File: config.mk
export PLATFORM = sky130hd
export DESIGN_NAME = hpr_mac
export DESIGN_NICKNAME = d
export VERILOG_FILES = /design/src/sv/hpr_pkg.sv /design/src/sv/hpr_mac.sv
export SDC_FILE = /design/constraint.sdc
export NUM_CORES = 2
export LEC_CHECK = 0
export BUFFER_PORTS_ARGS = -buffer_cell sky130_fd_sc_hd__buf_4
export CAP_MARGIN = 10
export CORE_ASPECT_RATIO = 0.7
export CORE_MARGIN = 8
export CORE_UTILIZATION = 25
export CTS_CLUSTER_SIZE = 8
export DETAILED_ROUTE_END_ITERATION = 16
export PLACE_DENSITY = 0.39
export SYNTH_ARGS = -nofsm -noshare
export SYNTH_HDL_FRONTEND = slang
export SYNTH_SLANG_ARGS = --single-unit
File: constraint.sdc
create_clock -name clk -period 4.2 [get_ports clk]
set_input_delay 0.21 -clock clk [delete_from_list [all_inputs] [get_ports clk]]
set_output_delay 0.21 -clock clk [all_outputs]
set_load 0.005 [all_outputs]
File: src/sv/hpr_pkg.sv
`timescale 1ns / 1ps
package hpr_pkg;

	localparam int MAX_TAPS  = 16;
	localparam int PHASES    = 64;
	localparam int OUT_SHIFT = 12;
	localparam int FRAC_BITS = 16;
	localparam int MAX_WIDTH = 4096;

	localparam int NCH         = 4;
	localparam int SAMPLE_W    = 8;
	localparam int WORD_W      = NCH * SAMPLE_W;
	localparam int COEF_W      = 16;
	localparam int PH_FIELD_W  = 7;
	localparam int TAP_FIELD_W = 4;
	localparam int POS_W       = 28;
	localparam int CNT_W       = 13;
	localparam int IDX_W       = 12;
	localparam int TAPC_W      = 5;
	localparam int WIDTH_W     = 13;
	localparam int CHAN_W      = 3;
	localparam int CFG_IDX_W   = 3;
	localparam int CFG_DATA_W  = 28;

	localparam int TAP_AW     = (MAX_TAPS > 1) ? $clog2(MAX_TAPS) : 1;
	localparam int TAPN_W     = $clog2(MAX_TAPS + 1);
	localparam int SPAN_W     = TAPN_W + 1;
	localparam int COEF_DEPTH = (PHASES + 1) * MAX_TAPS;
	localparam int COEF_AW    = $clog2(COEF_DEPTH);
	localparam int SIX_W      = $clog2(2 * PHASES);
	localparam int MUL_W      = FRAC_BITS + SIX_W + 1;
	localparam int PHASE_W    = $clog2(PHASES + 1);
	localparam int PROD_W     = SAMPLE_W + 1 + COEF_W;
	localparam int ACC_W      = PROD_W + TAP_AW;
	localparam int ROUND_HALF = 1 << (OUT_SHIFT - 1);

	localparam logic [POS_W-1:0] POS_MAX = '1;
	localparam logic [POS_W-1:0] ONE_POS = POS_W'(1) << FRAC_BITS;
	localparam logic [CNT_W-1:0] CNT_MAX = '1;

	localparam logic [TAPC_W-1:0]  RST_TAP_COUNT = TAPC_W'(4);
	localparam logic [WIDTH_W-1:0] RST_OUT_WIDTH = WIDTH_W'(1);
	localparam logic [CHAN_W-1:0]  RST_CHANNELS  = CHAN_W'(4);
	localparam logic [POS_W-1:0]   RST_START_POS = '0;
	localparam logic [POS_W-1:0]   RST_STEP      = POS_W'(131072);

	localparam logic ACT_COEF  = 1'b0;
	localparam logic ACT_PIXEL = 1'b1;

	typedef enum logic [CFG_IDX_W-1:0] {
		REG_TAP_COUNT = 3'd0,
		REG_OUT_WIDTH = 3'd1,
		REG_CHANNELS  = 3'd2,
		REG_START_POS = 3'd3,
		REG_STEP      = 3'd4
	} cfg_reg_t;

	typedef enum logic [1:0] {
		ST_IDLE,
		ST_MAC,
		ST_DRAIN
	} hpr_state_t;

	typedef logic [SAMPLE_W-1:0] sample_t;

	typedef struct packed {
		logic clear;
		logic rd_v;
	} mac_ctl_t;

	typedef struct packed {
		logic busy;
	} mac_sts_t;

	function automatic logic [TAP_AW-1:0] tap_inc(input logic [TAP_AW-1:0] p);
		return (32'(p) == MAX_TAPS - 1) ? '0 : p + TAP_AW'(1);
	endfunction

	function automatic logic [COEF_AW-1:0] coef_addr(input logic [COEF_AW-1:0] ph,
			input logic [COEF_AW-1:0] tp);
		return ph * COEF_AW'(MAX_TAPS) + tp;
	endfunction

	// fraction scaled to twice the phase count, then rounded to the nearest phase
	function automatic logic [PHASE_W-1:0] phase_of(input logic [FRAC_BITS-1:0] frac);
		logic [MUL_W-1:0] prod;
		logic [SIX_W-1:0] six;
		logic [SIX_W:0]   rnd;
		prod = MUL_W'(frac) * MUL_W'(2 * PHASES);
		six  = prod[FRAC_BITS +: SIX_W];
		rnd  = {1'b0, six} + (SIX_W + 1)'(1);
		return PHASE_W'(rnd >> 1);
	endfunction

	function automatic sample_t clamp_px(input logic signed [ACC_W-1:0] acc);
		logic signed [ACC_W:0] v;
		logic signed [ACC_W:0] sh;
		v  = (ACC_W + 1)'(acc) + (ACC_W + 1)'(ROUND_HALF);
		sh = v >>> OUT_SHIFT;
		if (v < 0) begin
			return '0;
		end else if (sh > (ACC_W + 1)'(255)) begin
			return '1;
		end
		return sh[SAMPLE_W-1:0];
	endfunction

endpackage

File: src/sv/hpr_mac.sv
`timescale 1ns / 1ps
module hpr_mac (
	input  logic                                          clk,
	input  logic                                          arst_n,
	input  hpr_pkg::mac_ctl_t                             ctl,
	input  logic [hpr_pkg::WORD_W-1:0]                    win_word,
	input  logic signed [hpr_pkg::COEF_W-1:0]             coef,
	output hpr_pkg::mac_sts_t                             sts,
	output logic [hpr_pkg::NCH-1:0][hpr_pkg::SAMPLE_W-1:0] px
);
	import hpr_pkg::*;

	logic signed [PROD_W-1:0] prod_s2 [NCH];
	logic                     prod_v_s2;
	logic signed [ACC_W-1:0]  acc_q [NCH];

	always_ff @(posedge clk or negedge arst_n) begin
		if (!arst_n) begin
			prod_v_s2 <= 1'b0;
		end else begin
			prod_v_s2 <= ctl.rd_v;
		end
	end

	always_ff @(posedge clk) begin
		for (int c = 0; c < NCH; c++) begin
			if (ctl.rd_v) begin
				prod_s2[c] <= $signed({1'b0, win_word[c*SAMPLE_W +: SAMPLE_W]}) * coef;
			end
			if (ctl.clear) begin
				acc_q[c] <= '0;
			end else if (prod_v_s2) begin
				acc_q[c] <= acc_q[c] + ACC_W'(prod_s2[c]);
			end
		end
	end

	always_comb begin
		for (int c = 0; c < NCH; c++) begin
			px[c] = clamp_px(acc_q[c]);
		end
	end

	assign sts.busy = prod_v_s2;

endmodule

Word-level counts from Yosys, hierarchy flattened
Memories as Yosys holds them, arrays and structs flattened.
Cells that the tools add are included.

storage, ports and cells
  memories = 2
  memory bits (writable) = 216
  register bits = 1
  bits of input ports = 52
  output and inout port bits = 33

memories
  memory   depth  bits a word  read ports  clocked after memory_dff  write ports  RTL line       text
  acc_q    4      29           4           0                         4            hpr_mac.sv:15  logic signed [ACC_W-1:0] acc_q [NCH];
  prod_s2  4      25           4           0                         4            hpr_mac.sv:13  logic signed [PROD_W-1:0] prod_s2 [NCH];

cells by class
  add/subtract/negate cells = 8
  bitwise gates (word level) = 4
  mux-type cells = 31
  multiply operators = 4
  magnitude comparators = 8

operators by type and width
  kind                    count
  $add 29x13->30 const B  4
  $lt 30x1->1 const B     4
  $add 29x25->29          4
  $mux 29                 4
  $mul 9x16->25           4
  $mux 8                  12
  $gt 18x9->1 const B     4
  $mux 1                  15
  $or 1x1->1              4

Depth between registers and ports, before layout
  depth in word-level cells = 5
  depth in mapped cells = 21
  mapped depth without buffers = 20

Worst setup path after synthesis
Ideal clock, no wire load.

  path kind = in2reg
  from = input port win_word[16] (netlist name)
  to = memory prod_s2[2][24] (netlist name) (data pin)
  arrival time = 4.665 ns
  data required time = 3.940 ns
  setup slack = -0.725 ns
  path buffers = 1
  stages = 20
  path through = clkbuf_1 > nand2_1 > fa_1 > inv_1 > fa_1 > fa_1 > inv_1 > fa_1 > inv_1 > ha_1 > a21o_1 > or3b_2 > o21ai_0 > o31a_1 > o21ai_1 > nand4_1 > o21ai_1 > a21o_1 > a21oi_1 > xnor2_1

RTL lines
  element          RTL line       text
  start, declared  hpr_mac.sv:6   input logic [hpr_pkg::WORD_W-1:0] win_word,
  end, declared    hpr_mac.sv:13

==> reports/summary.md <==
The clock network accounts for 10.3% of the total power. Startpoint of the lowest-slack register-to-register path: prod_s2[1][6]$_DFFE_PP_. After synthesis, the largest family of logic cells by area is adder cells. Across the VDD grid, the largest voltage drop is 0.0003215 V. For the pin with the worst max-slew slack, the measured transition is 0.8014 ns.

The worst path buffer plus inverter count came out at 5. During I/O placement, the number of pins put on the boundary was 85. The count of placed standard cells in the final layout, fillers left out was 5481. The number of enable flip-flop cells after synthesis is 216. For the arrival time reported for the critical path endpoint, the log shows 4.52 ns. The main flop type after synthesis was edfxtp_1. The required time at the endpoint of the critical path is 4.49 ns, and the first-iteration detailed-routing DRC count is 900. For the via count of the first global-routing pass, the log shows 24640. Summed over all instances, the cell type with the most area after synthesis is fa_1. No sink is reached through more buffers than the 3 on the longest clock path. Timing would allow up to 236.5 MHz. The congestion estimate from routability-driven global placement came to 0.7540. The worst register-to-register path ends at acc_q[1][27]$_SDFFCE_PN0P_. STA classifies the critical path startpoint as an input port. Cell class contributing the biggest share of worst-path delay: adder cells.

In the layout the commonest cells are 618 x inv_1, 392 x fa_1, 384 x buf_4. The fraction of the cycle the final worst path needs came out at 100.7%. After synthesis the cells add up to 0.03166 mm^2. The post-place instance area is 0.03721 mm^2, and the power density over the cells is 697.1 mW/mm^2. The initial utilization of the core area, before any placement, comes to 25.13%. The combinational fraction of design power is 73.1%, and the fraction of synthesized area in multiplexers is 0.09484%. The run finished, with violations left. After legalization and detailed placement, the total HPWL measured 66730 um.

After Yosys synthesis, and, or, nand and nor cells account for 15.74% of the synthesized area. At the later pin of the worst-skew pair, clock insertion delay measures 0.54 ns. In this run the power spent charging and discharging nets is 0.01180 W. Max-cap violations in this run came to 0. In this run the core area contains 109 standard-cell rows. The leakage power figure is 18.75 nW, and the overflow left after global routing is 0.

Overall power consumption after layout is estimated at 0.02762 W. The number of nets in the synthesized netlist is 4189. The initial antenna violation count is 4, and the top-area cell type share of the netlist area is 26.05%.

Net switching is 42.72% of the power. The tools report the endpoint class of the critical path as a register. The clock tree synthesis step divided the H-tree into 2 levels.

The commonest non-fill, non-tap cell in the layout was inv_1. For the finished layout, the period the worst path requires is 4.229 ns. Setup total negative slack on the finished layout was measured at -0.05699 ns. The hold violation count in the final report came out at 0.

The startpoint identified for the worst hold timing path is win_word[0]. The area of the core region was 0.1260 mm^2. For this design, the slowest cell found on the critical path is fa_1. The cell count after synthesis came out at 3409.

The design internal power came out at 0.01582 W. The global-route wire length before repair is 134400 um, and the via count of the routed design is 23550. For the worst flop-to-flop path, the logic depth is 11.

The fill cell total of the finished layout is 13220, and the routed length per placed instance is 15.07 um. Sorting the synthesized cells by area gives the leading types as fa_1 26%, edfxtp_1 20%, ha_1 12%. The worst register-to-register path has a setup slack of 0.82 ns.

The cell depth of the worst setup path came out at 20. The finished cells cover 0.03962 mm^2. Clock tree synthesis selected as its root buffer the cell clkbuf_16.

The tree built by TritonCTS fans out to 217 sinks. The sequential group share of total power came out at 16.6%. Counting distinct cell types in the post-synthesis netlist gives 78. Entering global routing, the biggest net connects 59 pins. Setup violations remaining at the end of the flow were counted as 3. For this run, the number of Yosys warnings is 0. The area growth from synthesis to layout was 25.12%; the number of vias per cell after detailed routing was 4.297. Averaged over all synthesized cells, the footprint is 9.288 um^2. The count of nets left with antenna violations once routing finished came out at 0. From bottom edge to top edge, the die measures 313.8 um. The xor and xnor area share after synthesis is 5.588%, and the placed cell count is 5385. Clock-pin slew was measured on the worst setup and hold paths at 0.05 ns. The worst pin sits at a relative slew slack of 46.57%. For the number of nets in the finished design, the log shows 4581. The final worst setup slack came out at -0.02906 ns. For this run, the slowest stage of the critical path takes 0.55 ns. Critical path's most frequent cell: fa_1. The share of the Yosys chip area taken by registers is 20.56%. For this block, the routed nets add up to 82610 um of wire.

Setup repair after global routing could not meet its margin everywhere. Synthesized-area fraction occupied by ao, oa, aoi and oai cells: 10.65%. For this run, the detailed router's first-pass iteration total came to 5.

Clock tree synthesis inserted a total of 35 buffers. At the end of the flow the core is filled with cells to 31.44%. The min-delay analysis places its worst path in the category input port to register.

The x dimension of the die works out to 441.4 um. For the flip-flop and latch area, the log shows 0.006511 mm^2. Traced cell by cell, the critical path runs through buf_8, buf_12, and2_4, fa_1, fa_2, fa_1, inv_1, fa_1, inv_2, ha_4, buf_6, o21a_1, o21a_1, o21ai_2, or3b_4, a21oi_4, o41ai_4, o21bai_1, a21oi_1, xnor2_1.

Layout cell share with drive strength beyond 1: 18.43%. Of all flip-flops after synthesis, the portion carrying an async set or reset was 0.4608%. The checks that failed: setup timing.

The die covers 0.1385 mm^2. The tools report the number of remaining DRC errors as 0. The synthesized flop and latch total was 217.

The maximum net fanout on the critical path was 7. The overall fraction of global-route tracks in use came out at 11.85%. Type of the setup path with the least slack: input port to register. The max-slew violation total from the final report is 0. The hold path endpoint is prod_s2[0][0]$_DFFE_PP_. Of the total synthesized cell area, the portion taken by full adders, half adders and majority gates is 38.54%. Quantity of I/O buffers inserted on ports: 84. The clock arrives with 0.01562 ns of skew.

TritonCTS built the clock tree. The multi-input combinational cell area was 0.02328 mm^2; the number of cells on the worst hold path was 2.
[metal layers]
layer / routed length, um / global-route usage, % / vias up
met1: 44280 / 18.38 / 11500
li1: - / - / 11770
met2: 35240 / 18.06 / 222
met3: 2211 / 1.208 / 58
met4: 880 / 1.679 / 0
met5: 0 / 0 / -
[registers in the layout, indices dropped and copies added, names as in the netlist]
register,count
acc_q,116
prod_s2,100
sts,1
[stage by stage]
step	hold slack [ns]	setup WS (ns)
2_1_floorplan	-0.08559	-0.3587
3_3_place_gp	-0.01441	-0.8192
3_5_place_dp	-0.01286	-0.8162
4_1_cts	0.009201	-0.04510
5_1_grt	0.03376	-0.1794
6_report	0.05253	-0.02906
[layout make-up]
type                            count  area share [%]
Sequential cell                   217           16.44
Timing Repair Buffer              465           10.85
Multi-Input combinational cell   2449           58.76
Antenna cell                        2         0.01263
Tap cell                         1665           5.258
Clock buffer                       45           2.438
Clock inverter                      5          0.2495
Inverter                          633           5.997
[worst register-to-register path, cell delays in order (launching register included)]
cell,delay (ns)
edfxtp_1,0.39
ha_1,0.44
a41oi_1,0.14
o21ai_0,0.09
a31oi_1,0.10
o21ai_1,0.34
a31oi_1,0.26
or4_1,0.45
a31oi_1,0.47
o22ai_1,0.20
xor2_1,0.17
nor2_1,0.05
[power by group through the flow]
stage               logic (W)  clock network, W  registers (W)
floorplan              0.0138                 0        0.00434
global placement       0.0197                 0        0.00466
detailed placement     0.0195                 0        0.00464
CTS                    0.0199           0.00298        0.00462
global route           0.0230           0.00304        0.00470
finish                 0.0202           0.00284        0.00458
[synth_stat cells, drive strengths merged (22+ instances only)]
library cell,instances
xnor2,126
ha,316
clkbuf,102
nor3,44
nand2,305
a21oi,175
fa,412
nor2b,29
xor2,76
nor2,182
o21a,31
and3,22
nand3,36
o21ai,91
a21o,77
and2,294
nand2b,27
nand4,26
inv,633
edfxtp,216
[worst max path at each step]
stage	end	from	slack, ns
2_1_floorplan	prod_s2[0][23]$_DFFE_PP_	coef[10]	-0.36
5_1_grt	prod_s2[2][24]$_DFFE_PP_	coef[10]	-0.18
3_3_place_gp	prod_s2[3][24]$_DFFE_PP_	coef[9]	-0.82
4_1_cts	prod_s2[2][24]$_DFFE_PP_	coef[4]	-0.05
3_5_place_dp	prod_s2[3][24]$_DFFE_PP_	coef[9]	-0.82
6_report	prod_s2[3][24]$_DFFE_PP_	coef[11]	-0.03
[kinds of logic (layout without fill, tap and decap cells)]
group / after synthesis / after routing
compound gates: 516 / 516
xor+xnor: 202 / 202
fa+ha+maj: 728 / 728
buf+inv: 743 / 1148
flops: 217 / 217
mux: 3 / 3
other cells: 0 / 2
simple gates: 1000 / 1000
[timing repair]
action                                 4_1_cts  5_1_grt
gates resized for setup                     79      128
buffers inserted                             5       27
setup endpoints to repair                   15       18
endpoints found under the hold margin        2        1
hold buffers                                 3        1
gates cloned                                 2        6
pin swaps                                   28       82
Note: power is estimated with default switching activity, not from simulation.
