## config.mk

```make
export PLATFORM = sky130hd
export DESIGN_NAME = hpr_win_store
export DESIGN_NICKNAME = d
export VERILOG_FILES = /design/src/sv/hpr_pkg.sv /design/src/sv/hpr_win_store.sv
export SDC_FILE = /design/constraint.sdc
export NUM_CORES = 1
export LEC_CHECK = 0
export BUFFER_PORTS_ARGS = -buffer_cell sky130_fd_sc_hd__buf_4
export CAP_MARGIN = 20
export CORE_MARGIN = 10
export CORE_UTILIZATION = 40
export DETAILED_ROUTE_END_ITERATION = 12
export PLACE_DENSITY = 0.53
export SYNTH_ARGS = -nofsm -noshare
export SYNTH_HDL_FRONTEND = slang
export SYNTH_SLANG_ARGS = --single-unit
export TNS_END_PERCENT = 20
```

## constraint.sdc

```tcl
create_clock -name clk -period 1.3 [get_ports clk]
set_input_delay 0.26 -clock clk [delete_from_list [all_inputs] [get_ports clk]]
set_output_delay 0.26 -clock clk [all_outputs]
set_load 0.01 [all_outputs]
```

## src/sv/hpr_pkg.sv

```systemverilog
`timescale 1ns / 1ps
package hpr_pkg;

	localparam int MAX_TAPS  = 16;
	localparam int PHASES    = 64;
	localparam int OUT_SHIFT = 12;
	localparam int FRAC_BITS = 16;
	localparam int MAX_WIDTH = 4096;

	localparam int NCH         = 4;
	localparam int SAMPLE_W    = 8;
	localparam int WORD_W      = NCH * SAMPLE_W;
	localparam int COEF_W      = 16;
	localparam int PH_FIELD_W  = 7;
	localparam int TAP_FIELD_W = 4;
	localparam int POS_W       = 28;
	localparam int CNT_W       = 13;
	localparam int IDX_W       = 12;
	localparam int TAPC_W      = 5;
	localparam int WIDTH_W     = 13;
	localparam int CHAN_W      = 3;
	localparam int CFG_IDX_W   = 3;
	localparam int CFG_DATA_W  = 28;

	localparam int TAP_AW     = (MAX_TAPS > 1) ? $clog2(MAX_TAPS) : 1;
	localparam int TAPN_W     = $clog2(MAX_TAPS + 1);
	localparam int SPAN_W     = TAPN_W + 1;
	localparam int COEF_DEPTH = (PHASES + 1) * MAX_TAPS;
	localparam int COEF_AW    = $clog2(COEF_DEPTH);
	localparam int SIX_W      = $clog2(2 * PHASES);
	localparam int MUL_W      = FRAC_BITS + SIX_W + 1;
	localparam int PHASE_W    = $clog2(PHASES + 1);
	localparam int PROD_W     = SAMPLE_W + 1 + COEF_W;
	localparam int ACC_W      = PROD_W + TAP_AW;
	localparam int ROUND_HALF = 1 << (OUT_SHIFT - 1);

	localparam logic [POS_W-1:0] POS_MAX = '1;
	localparam logic [POS_W-1:0] ONE_POS = POS_W'(1) << FRAC_BITS;
	localparam logic [CNT_W-1:0] CNT_MAX = '1;

	localparam logic [TAPC_W-1:0]  RST_TAP_COUNT = TAPC_W'(4);
	localparam logic [WIDTH_W-1:0] RST_OUT_WIDTH = WIDTH_W'(1);
	localparam logic [CHAN_W-1:0]  RST_CHANNELS  = CHAN_W'(4);
	localparam logic [POS_W-1:0]   RST_START_POS = '0;
	localparam logic [POS_W-1:0]   RST_STEP      = POS_W'(131072);

	localparam logic ACT_COEF  = 1'b0;
	localparam logic ACT_PIXEL = 1'b1;

	typedef enum logic [CFG_IDX_W-1:0] {
		REG_TAP_COUNT = 3'd0,
		REG_OUT_WIDTH = 3'd1,
		REG_CHANNELS  = 3'd2,
		REG_START_POS = 3'd3,
		REG_STEP      = 3'd4
	} cfg_reg_t;

	typedef enum logic [1:0] {
		ST_IDLE,
		ST_MAC,
		ST_DRAIN
	} hpr_state_t;

	typedef logic [SAMPLE_W-1:0] sample_t;

	typedef struct packed {
		logic clear;
		logic rd_v;
	} mac_ctl_t;

	typedef struct packed {
		logic busy;
	} mac_sts_t;

	function automatic logic [TAP_AW-1:0] tap_inc(input logic [TAP_AW-1:0] p);
		return (32'(p) == MAX_TAPS - 1) ? '0 : p + TAP_AW'(1);
	endfunction

	function automatic logic [COEF_AW-1:0] coef_addr(input logic [COEF_AW-1:0] ph,
			input logic [COEF_AW-1:0] tp);
		return ph * COEF_AW'(MAX_TAPS) + tp;
	endfunction

	// fraction scaled to twice the phase count, then rounded to the nearest phase
	function automatic logic [PHASE_W-1:0] phase_of(input logic [FRAC_BITS-1:0] frac);
		logic [MUL_W-1:0] prod;
		logic [SIX_W-1:0] six;
		logic [SIX_W:0]   rnd;
		prod = MUL_W'(frac) * MUL_W'(2 * PHASES);
		six  = prod[FRAC_BITS +: SIX_W];
		rnd  = {1'b0, six} + (SIX_W + 1)'(1);
		return PHASE_W'(rnd >> 1);
	endfunction

	function automatic sample_t clamp_px(input logic signed [ACC_W-1:0] acc);
		logic signed [ACC_W:0] v;
		logic signed [ACC_W:0] sh;
		v  = (ACC_W + 1)'(acc) + (ACC_W + 1)'(ROUND_HALF);
		sh = v >>> OUT_SHIFT;
		if (v < 0) begin
			return '0;
		end else if (sh > (ACC_W + 1)'(255)) begin
			return '1;
		end
		return sh[SAMPLE_W-1:0];
	endfunction

endpackage

```

## src/sv/hpr_win_store.sv

```systemverilog
`timescale 1ns / 1ps
module hpr_win_store (
	input  logic                         clk,
	input  logic                         arst_n,
	input  logic                         wr_en,
	input  logic [hpr_pkg::TAP_AW-1:0]   wr_addr,
	input  logic [hpr_pkg::WORD_W-1:0]   wr_data,
	input  logic [hpr_pkg::TAP_AW-1:0]   rd_addr,
	output logic [hpr_pkg::WORD_W-1:0]   rd_data
);
	import hpr_pkg::*;

	logic [WORD_W-1:0]   mem [MAX_TAPS];
	logic [MAX_TAPS-1:0] valid_q;
	logic [WORD_W-1:0]   rd_word_q;
	logic                rd_ok_q;

	always_ff @(posedge clk or negedge arst_n) begin
		if (!arst_n) begin
			valid_q <= '0;
		end else if (wr_en) begin
			valid_q[wr_addr] <= 1'b1;
		end
	end

	always_ff @(posedge clk) begin
		if (wr_en) begin
			mem[wr_addr] <= wr_data;
		end
		rd_word_q <= mem[rd_addr];
		rd_ok_q   <= valid_q[rd_addr];
	end

	// a slot never written since reset reads as a black pixel
	assign rd_data = rd_ok_q ? rd_word_q : '0;

endmodule

```

**After elaboration in Yosys (flattened, before gate mapping)**

Memories as Yosys holds them, arrays and structs flattened. A register that Yosys moved wholly into a read port is not among the register bits.
Index checks and enable logic that the tools add are counted.

- Bits in registers: 17
- Memories kept: 1
- Bits of input ports: 43
- Output and inout port bits: 32
- Word-level logic and storage cells: 15
- Bits in writable memories: 512

- Order comparisons: 3
- Reductions and logical operators: 1
- Mux-type cells: 7
- Bitwise logic cells: 1

Memory list:

| name | words | bits a word | rd ports | clocked after Yosys merged registers in | wr ports | line | RTL |
|---|---|---|---|---|---|---|---|
| mem | 16 | 32 | 1 | 1 | 1 | hpr_win_store.sv:13 | `logic [WORD_W-1:0] mem [MAX_TAPS];` |

Operator list:

| kind | count |
|---|---|
| $mux 32 | 1 |
| $or 16x16->16 | 1 |
| $lt 4x5->1 const B | 2 |
| $bmux 1 s4 | 1 |
| $demux 1 s4 | 1 |
| $ge 4x1->1 const B | 1 |
| $mux 1 | 4 |
| $logic_and 1x1->1 | 1 |

**Depth between registers and ports, before layout**

Gate-level depths: netlist of the first run.

- Depth after elaboration: 5
- Mapped depth: 6
- Mapped depth without buffers: 3

**Worst setup path before layout of the first run**

No wires, ideal clock.

- Kind: input-to-reg
- Start: in wr_addr[2] in the netlist's numbering
- End: mem mem[0][0] in the netlist's numbering (enable)
- Cell stages on the path: 2
- Setup slack: -2.171 ns
- Library setup time: 0.463 ns
- Data required time: 0.837 ns
- Data arrival time: 3.008 ns
- Path through: or3b_2 nor3_1

RTL lines:

| item | line | RTL |
|---|---|---|
| start, declared | hpr_win_store.sv:6 | `input logic [hpr_pkg::TAP_AW-1:0] wr_addr,` |
| end, declared | hpr_win_store.sv:13 |  |

Straight into the memory's write port.

**Worst setup path in the final report of the first run**

- Start: reg rd_ok_q
- End: out rd_data[18] in the netlist's numbering

- Longest elaborated chain between the ends: 1

RTL lines:

| item | line | RTL |
|---|---|---|
| start, declared | hpr_win_store.sv:16 | `logic rd_ok_q;` |
| start signal, assigned | hpr_win_store.sv:31 | `rd_ok_q <= valid_q[rd_addr];` |
| $mux 32 | hpr_win_store.sv:35 | `assign rd_data = rd_ok_q ? rd_word_q : '0;` |
| end, declared | hpr_win_store.sv:9 | `output logic [hpr_pkg::WORD_W-1:0] rd_data` |

No other way between the ends.

==> key figures, run 1 <==
Critical path
  • Reg-to-reg critical path endpoint: rd_word_q[19]
  • Flop2flop setup slack: 0 ps
  • Launch point of the worst path: rd_ok_q
  • Worst Setup End Kind: primary output
  • Crit path max fanout: 24
  • FF-to-FF Start: mem[3][19]
  • Critical path data required time: 1040 ps
  • Crit path DAT: 1450 ps
  • Setup CP Type: register to primary output
  • R2r worst-path depth: 3
  • Setup crit start kind: register

Logic synthesis
  • Predominant post-synthesis flop cell: edfxtp_1
  • Mean area per synthesized cell: 22.8 µm²
  • Top cell type by total area after synthesis: edfxtp_1
  • Post-synthesis cell type count: 22
  • Top-count cell post-synth: edfxtp_1
  • Commonest cells post-synth: 512 x edfxtp_1, 113 x mux4_2, 66 x a22oi_1
  • Post-Syn Instances: 915
  • EDFF count, synth: 512
  • FF+latch count, synth: 561
  • Yosys warning total: 0
  • Yosys top cell area share: 73.7%
  • Post-synth net total: 958
  • Sequential share of the synthesized area: 78.8%
  • Largest cells by area after synthesis: edfxtp_1 74%, mux4_2 12%, dfxtp_1 3.2%, mux4_1 2.4%, a22oi_1 2.4%
  • Async set-reset flop share out of synthesis: 2.85%
  • Post-Syn Area: 0.0209 mm²

Floorplanning
  • Core area: 0.0515 mm²
  • Die height: 248 µm
  • Die width: 248 µm
  • Die ar.: 0.0617 mm²
  • Num ports: 75
  • Row cnt: 83
  • Initial Util: 40.5%

Power
  • Worst vdd ir: 1.07 mV
  • PD cells: 1490 mW/mm²
  • Leak: 8.66 nW

Finish
  • Finished Core Util: 50.6%
  • Finished Layout Cells: 1,877
  • Design area: 0.0261 mm²
  • Area of the multi-input gates: 0.00441 mm²
  • FF/Latch Area: 0.0164 mm²
  • Fraction of layout cells with a size suffix above 1: 38.9%
  • Nets: 1,193
  • Fill count: 4,110
  • P&R area growth vs syn: 25.0%

Placed design
  • Pre-CTS setup slack: -510 ps
  • Placed inst area: 0.0238 mm²
  • Placer Congestion: 0.720
  • Port buffer count: 74
  • Post-DP HPWL: 28.9 mm
  • Dpl cells: 1,738

Routing
  • First-pass detailed-route iteration total: 5
  • Via/cell ratio: 5.26
  • Wire per inst: 25.2 µm
  • Detailed-route via count: 9,864
  • WL final: 47.3 mm
  • DRC Markers: 0
  • Drt initial violations: 841
  • ANT nets after route: 0

GRT
  • Largest net degree at the start of global routing: 31
  • Vias in the first global route: 10,717
  • Busiest grt layer: met2
  • GR Util met1: 22.5%
  • Total GRT Usage: 15.7%
  • M2 GR Usage: 24.8%
  • Grt met3 use: 2.20%
  • First-pass GRT wire length: 71.0 mm
  • Initial antenna violation count: 1
  • Overflow after GRT: 0

Timing
  • Final Critical Period: 1710 ps
  • RSZ-0062 raised after global routing: yes
  • Fmax: 584 MHz
  • Setup violators final: 32
  • Final Hold Vio Count: 0
  • Slew HR: 82.0%
  • Slew Limit Fails: 0
  • Worst setup margin: -412 ps
  • Setup TNS: -12,210 ps
  • Fin Clk Skew: 10.8 ps
  • Worst-Margin Slew: 270 ps
  • Tcrit/Tclk final: 132%

CTS
  • CTS root buf: clkbuf_16
  • Clock slew at reported path FFs: 60 ps
  • Setup bufs post-CTS: 0
  • Clock tree from TritonCTS: yes
  • CTS buffer count: 57
  • H-tree depth: 2
  • Clock Path Buffers: 3
  • CTS sink count: 561
  • Latest clock arrival within the worst-skew pair: 600 ps

Job
  • Max-cap violations: 0

Run status
  • Status: finished with violations
  • Failing checks: negative setup slack

Min path
  • Worst hold path class: input pin to asynchronous set/reset pin
[power by group]
group	internal, mW	total, mW	switching (mW)	leakage (nW)
Combinational	1.43	2.82	1.40	2.70
Clock	9.16	15.7	6.58	0.892
Sequential	20.2	20.4	0.166	5.07
[cell usage in the layout, fill, tap and decap left out, types with 4 or more instances in the layout]
cell type / instances
a22oi_2: 30
nor2_4: 13
mux4_2: 116
dfrtp_1: 16
dfxtp_1: 32
clkbuf_8: 10
nor3_4: 4
clkbuf_16: 57
clkinv_2: 13
clkbuf_1: 15
or2_2: 16
a22oi_1: 36
mux4_1: 16
and2_1: 31
dlygate4sd3_1: 33
buf_12: 63
nand2_1: 33
edfxtp_1: 512
buf_4: 126
[state kept, by name (all words and copies together), names as in the netlist]
signal,count
rd_ok_q,1
rd_word_q,32
mem,512
valid_q,16
[final cells by class]
cell class              instances  area share (%)
flip-flops and latches        561            63.0
multi-input cells             306            16.9
repair buffers                224            9.83
clock buffers                  81            6.16
well taps                     680            3.26
clock inverters                24           0.792
diodes                          1         0.00960
[routing by layer]
layer	wire (µm)	part of all wire [%]	vias to the layer above
li1	-	-	4317
met1	21700	46	5292
met2	22800	48	199
met3	1850	3.9	56
met4	882	1.9	0
met5	0	0	-
[worst max-delay path, cell delays in order, from the launching register on]
cell     delay [ps]
dfxtp_2         350
buf_12          190
and2_1          160
buf_4           120
[kinds of logic after synthesis]
| group | after synthesis | synth area share, % |
|---|---|---|
| DFF | 561 | 78.8 |
| and+or+nand+nor | 108 | 2.67 |
| muxes | 132 | 14.6 |
| AOI/OAI and AO/OA | 66 | 2.37 |
| buffers and inverters | 48 | 1.58 |
[worst max-delay path by stage]
stage | to | slack, ps
floorplan | mem[0][0] | -680
global placement | rd_word_q[16] | -520
detailed placement | rd_word_q[31] | -510
CTS | rd_data[18] | -470
global route | rd_data[15] | -480
finish | rd_data[18] | -410
[timing repair]
item / CTS / global route
hold buffers: 33 / 0
gates resized for setup: 13 / 22
gates cloned: 0 / 0
pin swaps: 3 / 9
setup endpoints to repair: 42 / 54
hold endpoints to repair: 528 / 0
[through the flow]
stage               power [mW]  hold WS (ps)
floorplan                 22.0         -35.6
global route              40.4          48.3
finish                    39.0          58.1
CTS                       39.4          44.3
detailed placement        23.5           132
global placement          23.5           134
(Power assumes the default switching activity.)
==> run 2, diff against run 1 <==
TNS_END_PERCENT = default   (was 20)
clock period = 2.2 ns   (was 1.3 ns; I/O delays follow)
==> run 2 against run 1 <==
The run now ends clean. Clock skew grew 3.5 ps. Via count decreased by 2.1%. Worst hold slack improved by 80 ps. Die area unchanged. Clock power shrank 40%. Final cell count fell by 3.7%. Count of clock-buffer cells in the layout grew 6. Global-route usage shrank 0.17 points.
==> key figures, run 2 (synthesis gave the netlist of run 1 again) <==
Timing
  • Setup violators final: 0
  • Tcrit/Tclk final: 91.5%
  • Fmax: 497 MHz
  • Slew Limit Fails: 0
  • Slew HR: 46.2%
  • Min Hold Slack: 138 ps
  • Worst-Margin Slew: 806 ps
  • Setup TNS: 0 ps
  • Fin Clk Skew: 14.3 ps
  • Final Hold Vio Count: 0
  • Final Critical Period: 2010 ps
  • RSZ-0062 raised after global routing: no

Min path
  • Worst hold path class: input pin to register
  • Hold Path Depth: 1

CTS
  • CTS buffer count: 56
  • Latest clock arrival within the worst-skew pair: 600 ps
  • Clock tree from TritonCTS: yes
  • CTS root buf: clkbuf_16
  • CTS sink count: 561
  • H-tree depth: 2
  • Post-CTS Hold Buffers: 1
  • Clock slew at reported path FFs: 60 ps
  • CTS resizes: 0
  • Setup bufs post-CTS: 0
  • Clock Path Buffers: 3

Power
  • PD cells: 921 mW/mm²
  • Worst vdd ir: 0.665 mV
  • Leak: 8.21 nW
  • Overall Power: 22.9 mW

Placed design
  • Port buffer count: 74
  • Placer Congestion: 0.699
  • Dpl cells: 1,700
  • Post-DP HPWL: 27.7 mm

Critical path
  • Setup CP Type: register to primary output
  • Setup crit start kind: register
  • Critical path data required time: 1760 ps
  • R2r worst-path depth: 3
  • Crit path DAT: 1570 ps
  • Launch point of the worst path: rd_ok_q
  • Crit path max fanout: 32
  • Worst Setup End Kind: primary output
  • Setup crit end: rd_data[22]
  • Flop2flop setup slack: 790 ps
  • Reg-to-reg critical path endpoint: rd_word_q[5]
  • FF-to-FF Start: mem[12][5]

GRT
  • Total GRT Usage: 15.5%
  • First-pass GRT wire length: 69.9 mm
  • Vias in the first global route: 10,353
  • Largest net degree at the start of global routing: 34
  • Overflow after GRT: 0
  • Initial antenna violation count: 3

Routing
  • Detailed-route via count: 9,657
  • First-pass detailed-route iteration total: 5
  • DRC Markers: 0
  • WL final: 46.8 mm
  • Drt initial violations: 634
  • Via/cell ratio: 5.34
  • ANT nets after route: 0
  • Wire per inst: 25.9 µm

Finish
  • Biggest register: mem
  • Most common cell after layout, fill and taps aside: edfxtp_1
  • Max FFs per register: 512
  • Biggest regs: mem: 512 flops, rd_word_q: 32 flops, valid_q: 16 flops
  • P&R area growth vs syn: 19.2%
  • Fraction of layout cells with a size suffix above 1: 34.3%
  • Nets: 1,122
  • Commonest cells after routing, fill and taps aside: 512 x edfxtp_1, 125 x buf_4, 113 x mux4_2
  • Fill count: 4,263
  • Finished Layout Cells: 1,807

Floorplanning
  • Core area: 0.0515 mm²
  • Die height: 248 µm
  • Die width: 248 µm
  • Num ports: 75
  • Initial Util: 40.5%
  • Die ar.: 0.0617 mm²
  • Row cnt: 83

Job
  • Max-cap violations: 0

Run status
  • Status: finished clean
## run 2: cell type report
class	count	area, µm²	area share (%)
sequential	561	16400	66.1
multi-input combinational	306	4260	17.1
clock buffer	87	1630	6.54
timing repair buffer	154	1490	6.01
tap	680	851	3.42
clock inverter	18	208	0.835
antenna	1	2.50	0.0101
## run 2: worst min-delay path by stage
stage / from / endpoint
2_1_floorplan: arst_n / valid_q[0]
3_3_place_gp: arst_n / valid_q[10]
3_5_place_dp: arst_n / valid_q[11]
4_1_cts: wr_data[15] / mem[12][15]
5_1_grt: wr_data[31] / mem[9][31]
6_report: wr_data[15] / mem[13][15]
## run 2: where the power goes
group	leakage (nW)	switching, mW	total [mW]	internal [mW]
Clock	0.898	3.88	9.43	5.55
Sequential	5.07	0.0905	12.0	12.0
Combinational	2.24	0.758	1.43	0.673
Total	8.21	4.73	22.9	18.2
## run 2: through the flow
step                setup slack (ps)  utilization (%)  instance area, µm²
floorplan                       -287                -               20900
global placement                 104             44.7               23000
detailed placement              96.2             44.7               23000
CTS                             42.7             48.3               24900
global route                    9.40             48.3               24900
finish                           187             48.3               24900
## run 2: layer usage
layer / up-vias / part of all wire (%) / global-route usage [%]
met1: 5204 / 45 / 21.6
met3: 66 / 4.7 / 3.01
met4: 4 / 1.7 / 4.22
met2: 215 / 48 / 24.6
met5: - / 0.058 / 0
li1: 4168 / - / -
## run 2: worst max-delay path, cell delays in order (launching register included)
cell     delay, ps
dfxtp_2        310
buf_4          330
and2_1         200
buf_4          130
==> run 3, diff against run 2 <==
MAX_ROUTING_LAYER = met4   (was default)
==> run 3 against run 2 <==
Sequential power hardly changed. Combinational power hardly changed. First-iteration DRC count is 0.32% higher. Sequential share of layout area hardly changed. Clock power hardly changed. Count of clock-buffer cells in the layout stayed put. Via count hardly changed. Register-to-register slack hardly changed. Setup slack worse by 2.3 ps. Final cell count is 0.11% higher. Core utilization hardly changed.
==> key figures, run 3 (synthesis gave the netlist of run 1 again) <==
Routing
  • Drt initial violations: 636
  • First-pass detailed-route iteration total: 5
  • DRC Markers: 0
  • Wire per inst: 25.8 µm
  • Via/cell ratio: 5.33
  • Detailed-route via count: 9,650
  • ANT nets after route: 0
  • WL final: 46.7 mm

CTS
  • CTS root buf: clkbuf_16
  • Clock tree from TritonCTS: yes
  • Setup bufs post-CTS: 0
  • H-tree depth: 2
  • Clock Path Buffers: 3
  • Latest clock arrival within the worst-skew pair: 600 ps
  • CTS buffer count: 56
  • Post-CTS Hold Buffers: 1
  • CTS resizes: 0
  • CTS sink count: 561
  • Clock slew at reported path FFs: 60 ps

Floorplanning
  • Die width: 248 µm
  • Initial Util: 40.5%
  • Row cnt: 83
  • Die ar.: 0.0617 mm²
  • Die height: 248 µm
  • Core area: 0.0515 mm²
  • Num ports: 75

Critical path
  • Setup CP Type: register to primary output
  • Crit path max fanout: 32
  • Crit path DAT: 1580 ps
  • Setup crit start kind: register
  • Worst Setup End Kind: primary output
  • Critical path data required time: 1760 ps

Run status
  • Status: finished clean

Power
  • Leak: 8.21 nW
  • PD cells: 920 mW/mm²
  • Worst vdd ir: 0.663 mV
  • Overall Power: 22.9 mW

GRT
  • Initial antenna violation count: 3
  • Overflow after GRT: 0
  • First-pass GRT wire length: 69.9 mm
  • Largest net degree at the start of global routing: 34
  • Total GRT Usage: 15.9%
  • Vias in the first global route: 10,353

Finish
  • Commonest cells after routing, fill and taps aside: 512 x edfxtp_1, 125 x buf_4, 113 x mux4_2
  • Fraction of layout cells with a size suffix above 1: 34.3%
  • Max FFs per register: 512
  • P&R area growth vs syn: 19.3%
  • Most common cell after layout, fill and taps aside: edfxtp_1
  • Nets: 1,122
  • Biggest register: mem
  • Fill count: 4,262
  • Biggest regs: mem: 512 flops, rd_word_q: 32 flops, valid_q: 16 flops

Placed design
  • Port buffer count: 74
  • Post-DP HPWL: 27.7 mm
  • Placer Congestion: 0.706

Timing
  • Setup violators final: 0
  • RSZ-0062 raised after global routing: no
  • Setup TNS: 0 ps
  • Worst-Margin Slew: 817 ps
  • Slew Limit Fails: 0
  • Fmax: 496 MHz
  • Fin Clk Skew: 10.7 ps
  • Tcrit/Tclk final: 91.6%
  • Slew HR: 45.4%
  • Final Critical Period: 2020 ps
  • Final Hold Vio Count: 0

Min path
  • Worst hold path class: input pin to register

Job
  • Max-cap violations: 0
run 3: cell count changes in the layout (fill, tap and decap cells not counted):
| cell | change |
|---|---|
| diode_2 | +2 |
run 3: path summary, 6_finish.rpt:
kind	startpoint	to	cells past startpoint	slack (ps)
max in group asynchronous	arst_n	valid_q[15]	2	1760
worst max register to register	mem[12][5]	rd_word_q[5]	3	790
worst min register to register	valid_q[6]	valid_q[6]	1	460
worst max-delay path	rd_ok_q	rd_data[22]	3	180
worst min-delay path	wr_data[15]	mem[13][15]	1	140
min in group asynchronous	arst_n	valid_q[14]	2	240
run 3: report_power, final:
group | internal (mW) | leakage [nW] | switching (mW) | total, mW
sequential | 12.0 | 5.07 | 0.0906 | 12.0
combinational | 0.674 | 2.24 | 0.758 | 1.43
clock | 5.55 | 0.898 | 3.87 | 9.42
total | 18.2 | 8.21 | 4.72 | 22.9
run 3: worst max-delay path, stage by stage, from the launching register on:
cell     delay [ps]
dfxtp_2         310
buf_4           330
and2_1          200
buf_4           130
run 3: area by class of cell:
cell class | instances | area, µm² | share of cell area [%]
flip-flops and latches | 561 | 16400 | 66.1
multi-input cells | 306 | 4260 | 17.1
clock buffers | 87 | 1630 | 6.54
repair buffers | 154 | 1490 | 6.00
well taps | 680 | 851 | 3.42
clock inverters | 18 | 208 | 0.835
diodes | 3 | 7.51 | 0.0302
run 3: per-stage QoR:
stage / hold WS (ps) / setup slack, ps / instance area [µm²] / instances / util (%)
after floorplan: 144 / -287 / 20900 / 915 / -
after global placement: 316 / 104 / 23000 / 1700 / 44.7
after detailed placement: 315 / 96.2 / 23000 / 1700 / 44.7
after CTS: 104 / 42.7 / 24900 / 1806 / 48.3
after global routing: 124 / 9.50 / 24900 / 1809 / 48.3
final: 140 / 185 / 24900 / 1809 / 48.3
run 3: per-layer routing:
layer	vias up	part of all wire [%]	GRT usage, %
li1	4169	-	-
met1	5189	45	21.6
met3	65	4.5	2.86
met5	-	0	-
met2	227	48	24.6
met4	0	1.7	4.22
